$ cat config.mk
export PLATFORM = sky130hd
export DESIGN_NAME = tls_div
export DESIGN_NICKNAME = d
export VERILOG_FILES = /design/src/hw/rtl/assert_macros.svh /design/src/hw/rtl/tls_pkg.sv /design/src/hw/rtl/tls_div.sv
export SDC_FILE = /design/constraint.sdc
export NUM_CORES = 1
export LEC_CHECK = 0
export ABC_AREA = 1
export BUFFER_PORTS_ARGS = -buffer_cell sky130_fd_sc_hd__buf_2
export CORE_ASPECT_RATIO = 1.75
export CORE_MARGIN = 8
export CORE_UTILIZATION = 45
export CTS_BUF_LIST = sky130_fd_sc_hd__clkbuf_2
export DETAILED_ROUTE_END_ITERATION = 10
export HOLD_SLACK_MARGIN = 0.03
export PLACE_DENSITY = 0.75
export SYNTH_ARGS = -nofsm -noshare
export SYNTH_HDL_FRONTEND = slang
export SYNTH_SLANG_ARGS = --single-unit
$ cat constraint.sdc
create_clock -name clk -period 19.7 [get_ports clk]
set_clock_uncertainty 0.1 [all_clocks]
set_input_delay 2.955 -clock clk [delete_from_list [all_inputs] [get_ports clk]]
set_output_delay 2.955 -clock clk [all_outputs]
set_load 0.02 [all_outputs]
$ cat src/hw/rtl/assert_macros.svh
// ----------------------------------------------------------------------------
// assert_macros.svh
// Assertion shorthands used by the line solver RTL.
// ----------------------------------------------------------------------------
`ifndef ASSERT_MACROS_SVH
`define ASSERT_MACROS_SVH

// same-cycle implication, clocked on clk, quiet during reset
`define TLS_ASSERT_NOW(lbl, ante, cons, msg) \
  lbl: assert property (@(posedge clk) disable iff (!rst_n) (ante) |-> (cons)) \
    else $error(msg);

// next-cycle implication, clocked on clk, quiet during reset
`define TLS_ASSERT_NXT(lbl, ante, cons, msg) \
  lbl: assert property (@(posedge clk) disable iff (!rst_n) (ante) |=> (cons)) \
    else $error(msg);

`endif

$ cat src/hw/rtl/tls_pkg.sv
// ----------------------------------------------------------------------------
// tls_pkg
// Shared types, register codes and saturation helpers of the line solver.
// ----------------------------------------------------------------------------
package tls_pkg;

  localparam int DW = 32;

  localparam logic signed [DW-1:0] Q_MAX = 32'sh7FFF_FFFF;
  localparam logic signed [DW-1:0] Q_MIN = 32'sh8000_0000;

  // configuration register indexes
  localparam logic [1:0] REG_OFF_DIAG  = 2'd0;
  localparam logic [1:0] REG_DIAG_BASE = 2'd1;
  localparam logic [1:0] REG_LINE_LEN  = 2'd2;

  // sequencer states
  typedef enum logic [4:0] {
    S_IDLE,
    S_AA,
    S_DG_KICK, S_DG_WAIT, S_DG_WR,
    S_FW_INIT, S_FW_RD, S_FW_KICK, S_FW_WAIT, S_FW_MUL, S_FW_WR,
    S_LS_RD, S_LS_KICK, S_LS_WAIT, S_LS_WR,
    S_BK_RD, S_BK_MUL, S_BK_KICK, S_BK_WAIT, S_BK_WR,
    S_OUT_RD, S_OUT_LD
  } tls_state_t;

  // clamp a 64-bit value into signed 32 bits
  function automatic logic signed [DW-1:0] sat32(input logic signed [63:0] v);
    logic signed [DW-1:0] res;
    if (v > 64'sh0000_0000_7FFF_FFFF) begin
      res = Q_MAX;
    end else if (v < -64'sh0000_0000_8000_0000) begin
      res = Q_MIN;
    end else begin
      res = v[DW-1:0];
    end
    return res;
  endfunction

endpackage

$ cat src/hw/rtl/tls_div.sv
// ----------------------------------------------------------------------------
// tls_div
// Shared signed 64/32 divider, two quotient bits a cycle, truncating,
// result saturated to signed 32 bits; zero divisor saturates by sign.
// ----------------------------------------------------------------------------
module tls_div
  import tls_pkg::*;
(
  input  logic                 clk,
  input  logic                 rst_n,
  input  logic                 start,
  input  logic signed [63:0]   num,
  input  logic signed [DW-1:0] den,
  output logic                 done,
  output logic signed [DW-1:0] quot
);

  logic          busy_r;
  logic          done_r;
  logic [4:0]    cnt_r;
  logic          neg_r;
  logic          zero_r;
  logic [63:0]   sh_r;     // numerator bits out at the top, quotient bits in
  logic [31:0]   rem_r;
  logic [31:0]   dmag_r;
  logic [63:0]   sh_mid, sh_nxt;
  logic [31:0]   rem_mid, rem_nxt;
  logic [32:0]   t1, t2;
  logic          g1, g2;

  // two restoring steps a cycle
  always_comb begin
    t1      = {rem_r, sh_r[63]};
    g1      = (t1 >= {1'b0, dmag_r});
    rem_mid = g1 ? 32'(t1 - {1'b0, dmag_r}) : t1[31:0];
    sh_mid  = {sh_r[62:0], g1};
    t2      = {rem_mid, sh_mid[63]};
    g2      = (t2 >= {1'b0, dmag_r});
    rem_nxt = g2 ? 32'(t2 - {1'b0, dmag_r}) : t2[31:0];
    sh_nxt  = {sh_mid[62:0], g2};
  end

  always_ff @(posedge clk) begin
    if (!rst_n) begin
      busy_r <= 1'b0;
      done_r <= 1'b0;
      cnt_r  <= '0;
    end else begin
      done_r <= 1'b0;
      if (start) begin
        neg_r  <= num[63] ^ den[DW-1];
        zero_r <= (den == '0);
        sh_r   <= num[63] ? 64'(-num) : num;
        dmag_r <= den[DW-1] ? 32'(-den) : den;
        rem_r  <= '0;
        cnt_r  <= '0;
        if (den == '0) begin
          neg_r  <= num[63];
          done_r <= 1'b1;
        end else begin
          busy_r <= 1'b1;
        end
      end else if (busy_r) begin
        sh_r  <= sh_nxt;
        rem_r <= rem_nxt;
        cnt_r <= cnt_r + 5'd1;
        if (cnt_r == 5'd31) begin
          busy_r <= 1'b0;
          done_r <= 1'b1;
        end
      end
    end
  end

  // saturate the magnitude and apply the sign
  always_comb begin
    if (zero_r) begin
      quot = neg_r ? Q_MIN : Q_MAX;
    end else if (!neg_r) begin
      quot = (sh_r[63:31] != '0) ? Q_MAX : sh_r[31:0];
    end else if ((sh_r[63:32] != '0) || (sh_r[31] && (sh_r[30:0] != '0))) begin
      quot = Q_MIN;
    end else begin
      quot = 32'(-sh_r[31:0]);
    end
  end

  assign done = done_r;

endmodule

Word-level counts from Yosys, hierarchy flattened

Index checks and enable logic that the tools add are counted.

$lt $le $gt $ge: 2
Muxes and demuxes: 21
Bitwise gates (word level): 2
Add/subtract/negate cells: 6
Reductions and logical operators: 10
Eq/ne operators: 2

Operator list:

| operator                                                       | number |
|---|---|
| 32-bit two-way mux                                             | 8 |
| 64-bit two-way mux                                             | 3 |
| 33-bit by 32-bit greater-or-equal comparator with 1-bit output | 2 |
| 32-bit negation                                                | 2 |
| 64-bit negation                                                | 1 |
| 32-bit subtractor                                              | 2 |
| 33-bit nonzero test                                            | 1 |
| 32-bit zero test                                               | 1 |
| 32-bit nonzero test                                            | 1 |
| 31-bit two-way mux                                             | 1 |
| 31-bit nonzero test                                            | 1 |
| 1-bit two-way mux                                              | 9 |
| 5-bit by 1-bit adder with 5-bit output, second input constant  | 1 |
| 5-bit == test, second input constant                           | 1 |
| 2-bit AND reduction                                            | 2 |
| 2-bit inequality test, second input constant                   | 1 |
| 2-bit nonzero test                                             | 1 |
| 2-bit OR reduction                                             | 1 |
| 1-bit logical AND                                              | 1 |
| 1-bit logical OR                                               | 1 |
| 1-bit NOT                                                      | 1 |
| 1-bit bitwise XOR                                              | 1 |

Register bits after elaboration: 137
Output and inout bits: 33
Input port bits: 99

Logic depth before layout (Yosys ltp)

Gate-level depths: netlist of run 1.

Word-level depth: 6
Gate-level depth with buffers: 33

Least setup slack after synthesis of run 1

Ideal clock, no wire load.

Path type: input -> register
From: in start
To: reg rem_r[0] (enable)
Buffers on the path: 3
Data required time: 19018 ps
Arrival: 8292 ps
Stages on the path: 5
Setup slack: 10725 ps
Cells stage by stage: clkbuf_1 -> inv_1 -> clkbuf_1 -> clkbuf_1 -> a21oi_1

Longest elaborated chain between the ends: 2

RTL lines:

| what                          | RTL line      | text |
|---|---|---|
| start, declared               | tls_div.sv:11 | `input logic start,` |
| 2-bit nonzero test (no line)  | --            |  |
| 2-bit AND reduction (no line) | --            |  |
| end signal, assigned          | tls_div.sv:65 | `rem_r <= rem_nxt;` |
| end, declared                 | tls_div.sv:24 | `logic [31:0] rem_r;` |

No other way between the ends.
A chain may end at the register's enable or synchronous reset.

Final worst setup path of run 1

From: reg sh_r[1]
To: out quot[28]

Longest elaborated chain between the ends: 6
Elaborated cells on any way between the ends: 7

RTL lines:

| what                                                                    | RTL line      | text |
|---|---|---|
| start, declared                                                         | tls_div.sv:23 | `logic [63:0] sh_r;` |
| start signal, assigned                                                  | tls_div.sv:53 | `sh_r <= num[63] ? 64'(-num) : num;` |
| start signal, assigned                                                  | tls_div.sv:64 | `sh_r <= sh_nxt;` |
| parallel branches: the longest is 3 deep, another holds 32-bit negation | --            |  |
| 32-bit two-way mux (*)                                                  | tls_div.sv:81 | `end else if ((sh_r[63:32] != '0) \|\| (sh_r[31] && (sh_r[30:0] != '0))) begin` |
| 32-bit two-way mux (*)                                                  | tls_div.sv:79 | `end else if (!neg_r) begin` |
| 32-bit two-way mux (*)                                                  | tls_div.sv:77 | `if (zero_r) begin` |
| end, declared                                                           | tls_div.sv:15 | `output logic signed [DW-1:0] quot` |

Mark *: on every way between the ends.

==> load_flow_metrics.sql, run 1 <==
INSERT INTO impl_metrics (metric_group, metric, value, unit) VALUES
('critical_path', 'criticalPathCategory', 'flip-flop to output port', ''),
('global_routing', 'grt_first_pass_wirelength', '81800', 'µm'),
('finish', 'post-route-util', '0.491', ''),
('place', 'buffer_ports.inserted', '131', ''),
('pwr', 'power.share.switching', '0.559', ''),
('clock_network', 'path_clk_slew', '210', 'ps'),
('pwr', 'comb_power_share', '0.721', ''),
('logic_synthesis', 'synthDistinctLibCells', '54', ''),
('logic_synthesis', 'mappedNetlistArea', '14600', 'µm²'),
('clock_network', 'post-cts-setup-buffers', '0', ''),
('route', 'routed_via_density', '5.58', ''),
('die', 'chipHeight', '254', 'µm'),
('route', 'count_of_vias_placed_by_the_detailed_router', '15400', ''),
('finish', 'area.growth.synth_to_final', '7.95', '%'),
('place', 'dp_hpwl', '44000', 'µm'),
('critical_path', 'worstPathArrival', '3840', 'ps'),
('pwr', 'power_switching', '0.00127', 'W'),
('flow_run', 'maxCapViolCount', '0', ''),
('timing', 'layout_min_cycle_time', '6890', 'ps'),
('clock_network', 'cts-resized-gates', '0', ''),
('timing', 'worst-slew-pin-transition', '1240', 'ps'),
('logic_synthesis', 'ys_ff_latch', '137', ''),
('critical_path', 'crit_chain', 'inv_1 -> ha_1 -> nand3_1 -> nor2_1 -> nand2_1 -> o21ai_1 -> nand2_1 -> nor2_1 -> nand2_1 -> o22ai_1 -> buf_2', ''),
('clock_network', 'cts.sinks', '137', ''),
('die', 'core_area', '32100', 'µm²'),
('min_path', 'min_path_type', 'flip-flop to flip-flop', ''),
('critical_path', 'startpoint_type', 'flip-flop', ''),
('logic_synthesis', 'avgSynthCellArea', '6.50', 'µm²'),
('global_routing', 'grt_antenna_before_repair', '6', ''),
('logic_synthesis', 'synthDominantAreaCellType', 'edfxtp_1', ''),
('critical_path', 'r2r_start', 'rem_r[29]', ''),
('clock_network', 'root_buffer', 'clkbuf_2', ''),
('logic_synthesis', 'synthFlopType', 'edfxtp_1', ''),
('route', 'firstDrtPassIters', '8', ''),
('timing', 'timing.setup.tns', '0', 'ps'),
('global_routing', 'pin_count_of_the_biggest_net_entering_global_routing', '79', ''),
('route', 'drt_wl_total', '53000', 'µm'),
('route', 'drcViolationCount', '0', ''),
('pwr', 'cellInternalPower', '0.00100', 'W'),
('die', 'initial_utilization', '0.455', ''),
('logic_synthesis', 'syn-instance-count', '2246', ''),
('critical_path', 'cp.required', '16650', 'ps'),
('timing', 'timing.final.max_slew_violations', '0', ''),
('timing', 'max_freq', '145', 'MHz'),
('die', 'floorplan.io_pins', '132', ''),
('logic_synthesis', 'synthesized_net_count', '2416', ''),
('finish', 'layout-drive-gt1-share', '0.100', ''),
('die', 'dieWidth', '152', 'µm'),
('timing', 'timing.final.hold_violations', '0', ''),
('outcome', 'status', 'finished, final reports clean', ''),
('critical_path', 'crit_start', 'sh_r[1]', ''),
('logic_synthesis', 'synth_top_area_frac', '0.267', ''),
('min_path', 'min-delay-start', 'cnt_r[4]', ''),
('critical_path', 'timing.critical_path.to_type', 'output port', ''),
('timing', 'finalSetupViolCount', '0', ''),
('route', 'number_of_routed_nets_with_antenna_violations', '0', ''),
('clock_network', 'postCtsHoldBufs', '0', ''),
('clock_network', 'cts_max_level', '4', ''),
('die', 'rows', '87', ''),
('pwr', 'peakVddDrop', '0.0807', 'mV'),
('pwr', 'power.clock.fraction', '0.084', ''),
('logic_synthesis', 'synth_area_leaders', 'edfxtp_1, nand2_1, inv_1', ''),
('clock_network', 'cts_tree', 'yes', ''),
('logic_synthesis', 'synth_top_cells_by_count', 'nand2_1, inv_1, nor2_1', ''),
('critical_path', 'crit_fanout', '21', ''),
('timing', 'layout_worst_path_cycle_share', '0.350', ''),
('logic_synthesis', 'number_of_enable_type_register_cells_in_the_synthesized_netlist', '130', ''),
('pwr', 'power.density_cell_area', '144', 'nW/µm²'),
('pwr', 'p_seq_frac', '0.196', ''),
('place', 'routabilityCongestion', '1.02', ''),
('critical_path', 'crit_buf_inv', '2', '');
[metrics by stage]
stage	setup WS [ps]	cells	cell area, µm²	hold slack (ps)	total power, W
floorplan	10730	2246	14600	345	0.00166
global placement	13510	2722	15500	353	0.00203
detailed placement	13440	2722	15500	360	0.00205
CTS	12750	2754	15800	385	0.00225
global route	12570	2755	15800	413	0.00248
finish	12810	2756	15800	383	0.00227
[layout by cell type, fill, tap and decap left out, types with 3 or more instances in the layout]
cell type  synthesis  layout
bufinv_16          0       3
edfxtp_1         130     130
and2_1             4       4
nand2_1          626     626
nand3b_1          11      11
clkinv_4           0       4
clkbuf_2           0      18
a21oi_1           68      67
nor4_1            13      13
a21o_1             5       5
ha_1              69      69
inv_2              3       3
nor3_2             7       7
clkinv_2           0       4
nand4_1           80      80
inv_6              0       3
xnor2_1           21      21
and3_1             4       4
nand3_1          179     179
buf_2             13     131
nor2_4             3       3
o22ai_1           21      21
nor3_1            58      58
or2_1              3       3
inv_1            307     306
o211ai_1           6       6
o21ai_1            6       6
nand2_2            8       8
o21bai_1           9       9
nor2_2            10      10
nor2_1           246     246
xor2_1           103     103
o21ai_0          109     109
buf_4              3       7
or2_2             23      23
a31oi_1           18      18
dfxtp_1            7       7
[routing by layer]
metal  track usage  vias to the layer above  routed length [µm]
met3        0.0400                      176                2030
li1              -                     7592                   -
met5             0                        -                  48
met1         0.237                     7133               17700
met2         0.542                      483               28900
met4         0.210                        8                4250
[power by group through the flow]
stage / logic (W) / clock network [W] / registers [W]
final: 0.00164 / 0.000190 / 0.000445
after global routing: 0.00182 / 0.000202 / 0.000450
after CTS: 0.00161 / 0.000194 / 0.000443
after detailed placement: 0.00160 / 0 / 0.000450
after global placement: 0.00158 / 0 / 0.000448
after floorplan: 0.00123 / 0 / 0.000438
[state kept, by name (all words and copies together), names as in the netlist]
signal / cells
sh_r: 64
dmag_r: 32
rem_r: 32
cnt_r: 5
busy_r: 1
done: 1
neg_r: 1
zero_r: 1
[worst min-delay path: stages (launching register included)]
cell     delay [ps]
dfxtp_1         360
nand2_1          60
a21oi_1          50
[cell type report]
type                       instances  area (µm²)  area share
multi-input combinational       1737        9080       0.576
clock inverter                    14         171      0.0109
inverter                         310        1170      0.0740
sequential                       137        4040       0.256
clock buffer                      18        90.1     0.00571
timing repair buffer             138         708      0.0449
antenna                            2        5.00    0.000317
tap                              400         500      0.0317
[worst paths after layout]
path / cells past startpoint / slack, ps / endpoint
setup / recovery: 11 / 12810 / quot[28]
hold / removal: 2 / 380 / cnt_r[4]
setup reg to reg: 23 / 13830 / sh_r[0]
hold reg to reg: 2 / 380 / cnt_r[4]
[kinds of logic (layout without fill, tap and decap cells)]
| logic type | count (synthesis) | after routing | share of synthesized area |
|---|---|---|---|
| compound gates | 258 | 258 | 0.0994 |
| buf+inv | 372 | 480 | 0.102 |
| fa+ha+maj | 71 | 71 | 0.0618 |
| xor+xnor | 124 | 124 | 0.0743 |
| other cells | 0 | 2 | 0 |
| flops | 137 | 137 | 0.277 |
| simple gates | 1284 | 1284 | 0.385 |
No activity file was read; power rests on OpenSTA's default activity.
==> run 2, diff against run 1 <==
==> constraint.sdc (replaced) <==
create_clock -name clk -period 7 [get_ports clk]
set_clock_uncertainty 0.1 [all_clocks]
set_input_delay 1.05 -clock clk [delete_from_list [all_inputs] [get_ports clk]]
set_output_delay 1.05 -clock clk [all_outputs]
set_load 0.02 [all_outputs]
==> run 2 against run 1 <==
- clock power grew to 2.6 times the previous value
- total power grew to 2.9 times the previous value
- sequential power grew to 2.8 times the previous value
- count of clock-buffer cells in the layout shrank 1
- worst hold slack lost 51 ps
- global-route usage grew 1.0 points
- via count shrank 0.27%
- non-clock buffer count grew 3
- flip-flop and latch count is the same
- register-to-register slack lost 13000 ps
- worst setup slack lost 12000 ps
==> load_flow_metrics.sql, run 2 (synthesized netlist as in run 1, its figures left out) <==
INSERT INTO impl_metrics (metric_group, metric, value, unit) VALUES
('global_routing', 'grt_first_pass_wirelength', '84100', 'µm'),
('critical_path', 'rr_endpoint', 'rem_r[7]', ''),
('critical_path', 'crit_fanout', '33', ''),
('clock_network', 'path_clk_slew', '240', 'ps'),
('die', 'die_area', '38700', 'µm²'),
('clock_network', 'cts.path.max_buffers', '2', ''),
('critical_path', 'startpoint_type', 'flip-flop', ''),
('die', 'chipHeight', '254', 'µm'),
('finish', 'area.growth.synth_to_final', '7.92', '%'),
('route', 'routed_via_density', '5.57', ''),
('pwr', 'design_power_total', '0.00649', 'W'),
('global_routing', 'pin_count_of_the_biggest_net_entering_global_routing', '87', ''),
('pwr', 'power_switching', '0.00370', 'W'),
('clock_network', 'clock_latency', '800', 'ps'),
('timing', 'setup_repair_after_global_routing_missed_its_margin', 'false', ''),
('timing', 'timing.final.hold_violations', '0', ''),
('die', 'core_area', '32100', 'µm²'),
('critical_path', 'crit_start', 'rem_r[6]', ''),
('timing', 'layout_min_cycle_time', '6450', 'ps'),
('clock_network', 'cts_tree', 'yes', ''),
('finish', 'largest_register_ffs', '64', ''),
('flow_run', 'maxCapViolCount', '0', ''),
('route', 'drt_wl_total', '54500', 'µm'),
('route', 'drcViolationCount', '0', ''),
('timing', 'finalSetupViolCount', '0', ''),
('clock_network', 'post-cts-setup-buffers', '0', ''),
('die', 'rows', '87', ''),
('global_routing', 'grt_util_all_layers', '0.280', ''),
('route', 'routedWlPerCell', '19.8', 'µm'),
('critical_path', 'timing.critical_path.to_type', 'flip-flop', ''),
('finish', 'register_with_the_most_flip_flops', 'sh_r', ''),
('pwr', 'peakVddDrop', '0.227', 'mV'),
('finish', 'layout_common_cells', 'nand2_1, inv_1, nor2_1, nand3_1, buf_2', ''),
('pwr', 'power.share.switching', '0.571', ''),
('die', 'floorplan.io_pins', '132', ''),
('global_routing', 'first_global_vias', '15700', ''),
('timing', 'timing.setup.tns', '0', 'ps'),
('place', 'routabilityCongestion', '1.01', ''),
('outcome', 'status', 'finished, final reports clean', ''),
('critical_path', 'worstPathArrival', '6920', 'ps'),
('finish', 'fin_nets', '2514', ''),
('critical_path', 'crit_slowest_cell', 'o21ai_0', ''),
('die', 'dieWidth', '152', 'µm'),
('finish', 'layout-drive-gt1-share', '0.101', ''),
('timing', 'layout_worst_path_cycle_share', '0.921', ''),
('pwr', 'cellInternalPower', '0.00279', 'W'),
('route', 'number_of_routed_nets_with_antenna_violations', '0', ''),
('pwr', 'p_seq_frac', '0.192', ''),
('critical_path', 'cp_common_cell', 'nand2_1', ''),
('clock_network', 'cts_max_level', '4', ''),
('critical_path', 'cp.required', '7470', 'ps'),
('critical_path', 'r2r_start', 'rem_r[6]', ''),
('route', 'firstDrtPassIters', '6', ''),
('pwr', 'comb_power_share', '0.730', ''),
('critical_path', 'cp-endpoint', 'rem_r[7]', ''),
('pwr', 'power.clock.fraction', '0.077', ''),
('global_routing', 'grt_remaining_overflow', '0', ''),
('global_routing', 'grt_antenna_before_repair', '4', ''),
('pwr', 'power.density_cell_area', '412', 'nW/µm²'),
('critical_path', 'slowest_delay', '820', 'ps'),
('critical_path', 'criticalPathCategory', 'flip-flop to flip-flop', ''),
('min_path', 'min_path_type', 'input pin to flip-flop', ''),
('critical_path', 'regToRegSetupSlack', '550', 'ps'),
('clock_network', 'postCtsHoldBufs', '0', ''),
('place', 'dp_hpwl', '45200', 'µm'),
('clock_network', 'root_buffer', 'clkbuf_2', ''),
('place', 'buffer_ports.inserted', '131', ''),
('finish', 'post-route-util', '0.491', ''),
('clock_network', 'cts-resized-gates', '0', ''),
('die', 'initial_utilization', '0.455', ''),
('pwr', 'static-leakage-power', '7.48', 'nW'),
('finish', 'layout.cells.most_common', 'nand2_1', ''),
('clock_network', 'cts.sinks', '137', ''),
('finish', 'biggest_registers_after_layout', 'sh_r x64, dmag_r x32, rem_r x32', ''),
('timing', 'max_freq', '155', 'MHz'),
('min_path', 'min-delay-start', 'den[0]', ''),
('critical_path', 'worstRegToRegCells', '25', ''),
('clock_network', 'numCtsBuffers', '17', ''),
('timing', 'worst-slew-pin-transition', '1210', 'ps'),
('finish', 'instances_no_fill', '2758', ''),
('route', 'drt_first_iter_violations', '1083', ''),
('timing', 'timing.max_slew.rel_slack', '0.192', ''),
('place', 'numPlacedInstances', '2725', ''),
('route', 'count_of_vias_placed_by_the_detailed_router', '15400', ''),
('timing', 'timing.final.max_slew_violations', '0', ''),
('finish', 'fillerInstances', '3283', ''),
('timing', 'final.hold.worst_slack', '332', 'ps');
run 2: changes by cell type in the layout (fill, tap and decap cells not counted):
cell,change
clkinv_4,-1
bufinv_16,-1
inv_6,-1
clkinv_1,+1
clkinvlp_4,+4
diode_2,-1
clkbuf_2,-1
buf_4,+3
clkinv_2,-1
run 2: worst max-delay path, delay by kind of cell, from the launching register on:
kind / cells / cell delay, ps
compound gates: 3 / 1320
fa+ha+maj: 2 / 870
buf+inv: 2 / 180
flops: 1 / 440
simple gates: 18 / 3250
run 2: layout make-up:
class | instances | area (µm²) | area share
antenna | 1 | 2.50 | 0.000159
multi-input combinational | 1737 | 9080 | 0.576
tap | 400 | 500 | 0.0317
sequential | 137 | 4040 | 0.257
timing repair buffer | 141 | 731 | 0.0463
clock buffer | 17 | 85.1 | 0.00540
clock inverter | 15 | 153 | 0.00968
inverter | 310 | 1170 | 0.0740
run 2: power by group through the flow:
stage / Sequential (W) / Clock (W) / Combinational, W
CTS: 0.00125 / 0.000504 / 0.00466
floorplan: 0.00123 / 0 / 0.00345
finish: 0.00125 / 0.000501 / 0.00474
detailed placement: 0.00127 / 0 / 0.00465
global placement: 0.00126 / 0 / 0.00462
global route: 0.00127 / 0.000535 / 0.00522
run 2: routing by layer:
layer  wire (µm)  track usage  up-vias
li1            -            -     7605
met1       18100        0.252     7033
met2       29900        0.562      513
met3        1960       0.0290      196
met4        4510        0.221        4
met5          16            0        -
run 2: stage by stage:
step / instance area [µm²] / setup WS, ps
after detailed placement: 15500 / 756
after global routing: 15800 / 111
after global placement: 15500 / 920
after CTS: 15800 / 709
after floorplan: 14600 / 2090
final: 15800 / 554
run 2: worst min-delay path by stage:
stage,slack [ps],to,cells after the start
final,330,dmag_r[0],1
after global routing,280,dmag_r[0],1
after CTS,280,dmag_r[0],1
after detailed placement,360,cnt_r[4],2
after global placement,350,cnt_r[4],2
after floorplan,350,cnt_r[4],2
